[config.mk]
export PLATFORM = sky130hd
export DESIGN_NAME = bmhq_cmp
export DESIGN_NICKNAME = d
export VERILOG_FILES = /design/src/hdl/bmhq_pkg.sv /design/src/hdl/bmhq_cmp.sv
export SDC_FILE = /design/constraint.sdc
export NUM_CORES = 1
export LEC_CHECK = 0
export BUFFER_PORTS_ARGS = -buffer_cell sky130_fd_sc_hd__buf_2
export CAP_MARGIN = 10
export CORE_MARGIN = 10
export CORE_UTILIZATION = 35
export DETAILED_ROUTE_END_ITERATION = 6
export SLEW_MARGIN = 15
export SYNTH_ARGS = -nofsm -noshare
export SYNTH_HDL_FRONTEND = slang
export SYNTH_SLANG_ARGS = --single-unit
[constraint.sdc]
create_clock -name vclk -period 4.9
set_input_delay 0.49 -clock vclk [all_inputs]
set_output_delay 0.49 -clock vclk [all_outputs]
set_load 0.03 [all_outputs]
[src/hdl/bmhq_pkg.sv]
// Package for the binary min-heap queue: sizes, codes and word types.
// Used by every module of the block; depends on nothing else.
package bmhq_pkg;

  localparam int unsigned HEAP_DEPTH  = 256;
  localparam int unsigned KEY_BITS    = 16;
  localparam int unsigned HANDLE_BITS = 16;
  localparam int unsigned ADDR_BITS   = $clog2(HEAP_DEPTH);
  localparam int unsigned CNT_BITS    = ADDR_BITS + 1;

  typedef enum logic {
    FUNC_PUSH = 1'b0,
    FUNC_POP  = 1'b1
  } func_e;

  typedef enum logic [1:0] {
    ST_DONE  = 2'd0,
    ST_EMPTY = 2'd1,
    ST_FULL  = 2'd2
  } status_e;

  typedef logic [KEY_BITS-1:0]    key_t;
  typedef logic [HANDLE_BITS-1:0] handle_t;
  typedef logic [ADDR_BITS-1:0]   addr_t;
  typedef logic [CNT_BITS-1:0]    cnt_t;

  typedef struct packed {
    key_t    key;
    handle_t handle;
  } entry_t;

  typedef struct packed {
    func_e   func;
    key_t    priority_key;
    handle_t item_handle;
  } req_t;

  typedef struct packed {
    key_t    out_key;
    handle_t out_handle;
    status_e status;
    cnt_t    entry_count;
  } rsp_t;

endpackage

[src/hdl/bmhq_cmp.sv]
// Shared key comparator for both sift directions of the heap.
// Depends on bmhq_pkg for the key type.
module bmhq_cmp
  import bmhq_pkg::*;
(
  input  logic down_i,
  input  key_t a_key_i,
  input  key_t b_key_i,
  input  logic b_ok_i,
  input  key_t m_key_i,
  output logic pick_b_o,
  output logic stop_o
);

  key_t sel_key;
  key_t lhs;
  key_t rhs;

  // The right child wins only when it exists and is strictly smaller.
  assign pick_b_o = b_ok_i && (b_key_i < a_key_i);
  assign sel_key  = pick_b_o ? b_key_i : a_key_i;

  // Going up we stop when the parent is not above the moving key;
  // going down we stop when the moving key is not above the chosen child.
  assign lhs    = down_i ? m_key_i : sel_key;
  assign rhs    = down_i ? sel_key : m_key_i;
  assign stop_o = (lhs <= rhs);

endmodule

## After elaboration in Yosys (flattened, before gate mapping)

Index checks and enable logic that the tools add are counted.

- Register bits: 0
- Bits of input ports: 50
- Word-level logic and storage cells: 6

- $lt $le $gt $ge: 2
- Mux-type cells: 3
- Reduce and logical (&&, ||, !) cells: 1

Operators by type and width:

| operator | number |
|---|---|
| 2-to-1 mux 16 bit | 3 |
| <= comparator 16 bit | 1 |
| < comparator 16 bit | 1 |
| logical AND 1 bit | 1 |

## Logic depth before layout (Yosys ltp)

Gate-level depths: netlist of run 1.

- Word-level depth: 5
- Depth in mapped cells: 14
- Gate-level depth less buffers: 13

## Least setup slack after synthesis of run 1

Ideal clock, no wire load.

- Path kind: input-to-output
- Start: input port a_key_i[15]
- End: output port stop_o
- Arrival: 3369 ps
- Required time: 4410 ps
- Path slack: 1041 ps
- Stages: 14
- Buffers on the path: 1
- Path through: inv_1 > ha_1 > nand4_1 > or3_1 > a221o_1 > nand4_4 > buf_12 > mux2_4 > ha_1 > a21o_1 > a21oi_1 > nor2b_1 > o31ai_1 > a22o_1

- Cells in the longest elaborated chain, start to end: 5
- Elaborated cells between the ends (all ways): 6
- Those cells by class: order compare (2); mux (3); reduce/logical (1)

Ends and longest elaborated chain:

| element | line | RTL |
|---|---|---|
| start: declaration | bmhq_cmp.sv:7 | `input key_t a_key_i,` |
| < comparator 16 bit | bmhq_cmp.sv:20 | `assign pick_b_o = b_ok_i && (b_key_i < a_key_i);` |
| logical AND 1 bit | bmhq_cmp.sv:20 |  |
| 2-to-1 mux 16 bit (*) | bmhq_cmp.sv:21 | `assign sel_key = pick_b_o ? b_key_i : a_key_i;` |
| 2-to-1 mux 16 bit (on tied branches) | bmhq_cmp.sv:25, bmhq_cmp.sv:26 |  |
| <= comparator 16 bit (*) | bmhq_cmp.sv:27 | `assign stop_o = (lhs <= rhs);` |
| end: declaration | bmhq_cmp.sv:12 | `output logic stop_o` |

Every way passes the cells marked *; elsewhere a longest branch is shown, timed or not.

## Worst setup path in the final report of run 1

Ends and elaborated chain as after synthesis.

==> results of run 1 <==
==> metrics by stage <==
step / power, mW / hold WS, ps / setup WS (ps) / util
after floorplan: 0.178 / 1500 / 1040 / -
after global placement: 0.236 / 1850 / 580 / 0.418
after detailed placement: 0.237 / 1850 / 548 / 0.418
after CTS: 0.239 / 1850 / 536 / 0.418
after global routing: 0.271 / 1910 / 336 / 0.418
final: 0.236 / 1840 / 557 / 0.418
==> placed cells by master, fill, tap and decap left out <==
cell type	n
nor2b_1	18
o31ai_1	1
buf_2	52
inv_2	1
nand4_1	8
nor3b_1	1
o21ai_0	7
mux2_2	3
a21oi_1	41
nand4_4	1
nand2_1	4
a211oi_1	1
nand3_1	1
a221o_1	1
nor2_1	3
mux2i_1	47
o211ai_1	1
mux2_4	12
nand2b_2	1
a21o_1	4
or3_1	1
buf_4	7
nor3_1	1
ha_1	31
a22o_1	1
inv_1	19
o21ai_1	1
==> cell type report <==
cell class / count / area [um2] / share of cell area
Inverter: 20 / 75.1 / 0.0356
Multi-Input combinational cell: 190 / 1630 / 0.774
Tap cell: 70 / 87.6 / 0.0416
Timing Repair Buffer: 59 / 313 / 0.148
==> metal layers <==
metal,vias to the layer above,part of all wire,global-route usage
met2,25,0.50,0.182
met5,-,0,0
met1,753,0.44,0.110
li1,922,-,-
met3,2,0.054,0.0181
met4,0,0.0034,0.00392
==> critical path: stages <==
cell	delay [ps]
buf_2	100
inv_1	40
ha_1	300
nand4_1	140
or3_1	390
a221o_1	300
nand4_4	250
buf_4	260
mux2_4	310
ha_1	290
a21o_1	180
a21oi_1	140
nor2b_1	60
o31ai_1	230
a22o_1	160
buf_2	200
==> cells by family after synthesis <==
group,share of synthesized area
AOI/OAI and AO/OA,0.176
adders and majority gates,0.216
buffers and inverters,0.0907
muxes,0.381
and+or+nand+nor,0.135
==> power by group <==
part | switching, mW | internal [mW]
clock | 0 | 0
sequential | 0 | 0
combinational | 0.117 | 0.119
==> worst min path at each step <==
stage | end | slack, ps | cells after the start
2_1_floorplan | pick_b_o | 1500 | 4
3_3_place_gp | pick_b_o | 1850 | 6
3_5_place_dp | pick_b_o | 1850 | 6
4_1_cts | pick_b_o | 1850 | 6
5_1_grt | pick_b_o | 1910 | 6
6_report | pick_b_o | 1840 | 6
==> metrics.yaml, run 1 <==
worst_setup_path:
  critPathArrivalTime_ps: 3850
  crit_fanout: 13
  crit_end: "stop_o"
  cp-startpoint: "a_key_i[15]"
  cp.required_ps: 4410
  critPathKind: "in -> out"
  cp-end-kind: "output pin"
  start_kind: "input port"
placed_design:
  dp.cells: 339
  gp_congestion: 0.756
  dp_hpwl_mm: 3.71
  placed_area_um2: 2110
  io_buffers: 52
synthesis:
  synth_cells: 222
  synth.most_common_cell: "mux2i_1"
  synth.area.top_cells: "mux2i_1, ha_1, a21oi_1"
  syn_area_um2: 1790
  yosysWarnings: 0
  syn_nets: 303
  synth_top_area_share: 0.262
  seq_area_frac_synth: 0
  synth_top_area_cell: "mux2i_1"
  synthTopCellsByCount: "mux2i_1, a21oi_1, ha_1"
  syn_avg_cell_area_um2: 8.08
  yosysUniqueCellTypes: 30
final_layout:
  final_nets: 352
  fin_cells: 339
  sequential_cell_total: 0
  regArea_um2: 0
  fill_cells: 533
  area_delta_synth_final_pct: 17.4
  antenna_cells: 0
  drive_gt1_frac: 0.286
  clock_buffers: 0
  fin_area_um2: 2110
sta:
  finalCriticalPeriod_ps: 4340
  tns_ps: 0
  drv_slew: 0
  final_hold_viol_count: 0
  worst_pin_slew_ps: 805
  max_freq_mhz: 230
  rsz0062_at_grt: "no"
  max_slew_margin: 0.464
  finalCritPeriodShare: 0.886
  setup_viol: 0
clock_network:
  cts_resized: 0
  holdBufCountCts: 0
  postCtsSetupBuffers: 0
floorplan:
  initial_core_util: 0.356
  core_um2: 5040
  die_area_um2: 8390
  fp-row-count: 26
  boundaryPins: 52
  die_w_um: 91.6
  die_h_um: 91.6
route:
  num_vias: 1702
  first_pass_iters: 4
  wl_mm: 4.16
  via_per_inst: 5.02
  wl_per_cell_um: 12.3
  drtAntennaViolNets: 0
  drtIter0Drc: 23
  route.detailed.drc: 0
global_route:
  grt_max_degree: 42
  grt_use_total: 0.0952
  gr-total-overflow: 0
  grt_pass1_wl_mm: 7.22
  grt_pass1_vias: 1721
  antenna_found_initial: 0
status:
  status: "complete, no violations"
hold_path:
  min_path_type: "in -> out"
  min_from: "b_ok_i"
power:
  p_per_area_nw_per_um2: 112
  vdd_drop_max_v: 0.0000600
  p_leak_nw: 1.18
run:
  max_cap_violations: 0
Note: power is estimated with default switching activity, not from simulation.
==> inputs of run 2 (changes only) <==
==> constraint.sdc (replaced) <==
create_clock -name vclk -period 4.9
set_input_delay 0.49 -clock vclk [all_inputs]
set_output_delay 0.49 -clock vclk [all_outputs]
set_load 0.01 [all_outputs]
==> run 2 against run 1 <==
- largest cell class unchanged
- non-clock buffer count shrank 3
- combinational power shrank 2%
- critical endpoint unchanged
- utilization decreased by 0.20 points
- first-iteration DRC count up 26%
- worst setup slack lost 29 ps
- critical path type unchanged
- count of clock-buffer cells in the layout stayed put
- highest routed layer is now met3
- wire length rose by 2.4%
- die area is the same
- global-route usage up 0.33 points
==> metrics.yaml, run 2 (synthesized netlist as in run 1, its figures left out) <==
final_layout:
  regArea_um2: 0  # unchanged
  area_delta_synth_final_pct: 16.9
  drive_gt1_frac: 0.278  # -0.00805
  layout_common_cells: "buf_2, mux2i_1, a21oi_1"
  fill_cells: 533  # unchanged
  final_nets: 349  # -0.85%
  layout_commonest_cell: "buf_2"
  post-route-util: 0.416  # -0.00199
  antenna_cells: 0  # unchanged
  sequential_cell_total: 0  # unchanged
  clock_buffers: 0  # unchanged
  fin_area_um2: 2100  # -0.48%
sta:
  max_freq_mhz: 229  # -0.66%
  worst_pin_slew_ps: 745  # -59.4 ps
  rsz0062_at_grt: "no"
  setup_viol: 0  # unchanged
  finalCritPeriodShare: 0.892  # +0.00586
  tns_ps: 0  # unchanged
  drv_slew: 0  # unchanged
  finalCriticalPeriod_ps: 4370  # +28.7 ps
  holdWs_ps: 1740  # -98.6 ps
  max_slew_margin: 0.503  # +0.0396
  final_hold_viol_count: 0  # unchanged
floorplan:
  die_area_um2: 8390  # unchanged
  boundaryPins: 52  # unchanged
  die_w_um: 91.6  # unchanged
  core_um2: 5040  # unchanged
  initial_core_util: 0.356  # unchanged
  die_h_um: 91.6  # unchanged
  fp-row-count: 26  # unchanged
worst_setup_path:
  start_kind: "input port"
  cp-end-kind: "output pin"
  cp.required_ps: 4410  # about the same
  critPathKind: "in -> out"
  crit_fanout: 23  # +10
  critPathArrivalTime_ps: 3880  # +30 ps
  cp-startpoint: "a_key_i[15]"
route:
  route.detailed.drc: 0  # unchanged
  wl_mm: 4.26  # +2.4%
  via_per_inst: 5.01  # -0.23%
  first_pass_iters: 4  # unchanged
  drtAntennaViolNets: 0  # unchanged
  wl_per_cell_um: 12.7  # +3.3%
  num_vias: 1683  # -1.1%
  drtIter0Drc: 29  # +26%
global_route:
  grt_max_degree: 47  # +12%
  antenna_found_initial: 0  # unchanged
  gr-total-overflow: 0  # unchanged
  grt_pass1_vias: 1714  # -0.41%
  grt_pass1_wl_mm: 7.47  # +3.4%
  grt_use_total: 0.0986  # +0.00334
hold_path:
  min_path_type: "in -> out"
  worstHoldEndpoint: "pick_b_o"
  hold_depth: 5  # -1
  min_from: "b_ok_i"
run:
  max_cap_violations: 0  # unchanged
placed_design:
  gp_congestion: 0.811  # +7.2%
  io_buffers: 52  # unchanged
  placed_area_um2: 2100  # -0.48%
  dp_hpwl_mm: 3.73  # +0.29%
power:
  p_leak_nw: 1.17  # -0.83%
  p_per_area_nw_per_um2: 110  # -1.5%
  vdd_drop_max_v: 0.0000773  # +29%
clock_network:
  holdBufCountCts: 0  # unchanged
  cts_resized: 0  # unchanged
  postCtsSetupBuffers: 0  # unchanged
status:
  status: "complete, no violations"
## run 2: cell types whose count changed in the layout (fill, tap and decap cells not counted)
cell	change
buf_4	-4
buf_12	+1
## run 2: area by class of cell
class	instances	area [um2]	area share
inverters	20	75.1	0.0358
well taps	70	87.6	0.0418
repair buffers	56	303	0.144
multi-input cells	190	1630	0.778
## run 2: critical path: stages
cell and delay [ps]:
buf_2 100, inv_1 40, ha_1 300, nand4_1 140, or3_1 390, a221o_1 300
nand4_4 390, buf_4 250, mux2_4 300, ha_1 300, a21oi_1 160, a21oi_1 80
a211oi_1 290, a22o_1 200, buf_2 130
## run 2: worst max path at each step
stage             end  cells past startpoint
2_1_floorplan  stop_o                     14
3_5_place_dp   stop_o                     15
4_1_cts        stop_o                     15
3_3_place_gp   stop_o                     15
6_report       stop_o                     15
5_1_grt        stop_o                     15
## run 2: through the flow
| step | std cells | total power, mW | setup WS, ps |
|---|---|---|---|
| 2_1_floorplan | 222 | 0.173 | 1170 |
| 6_report | 336 | 0.231 | 528 |
| 5_1_grt | 336 | 0.265 | 226 |
| 4_1_cts | 336 | 0.234 | 514 |
| 3_3_place_gp | 336 | 0.231 | 592 |
| 3_5_place_dp | 336 | 0.232 | 539 |
## run 2: layer usage
layer	share of wire	track usage
met5	0	0
met4	0	0
met3	0.025	0.00741
met2	0.50	0.190
met1	0.48	0.122
## run 2: where the power goes
group	total [mW]	switching [mW]	internal (mW)
sequential	0	0	0
combinational	0.231	0.113	0.118
clock	0	0	0
total	0.231	0.113	0.118
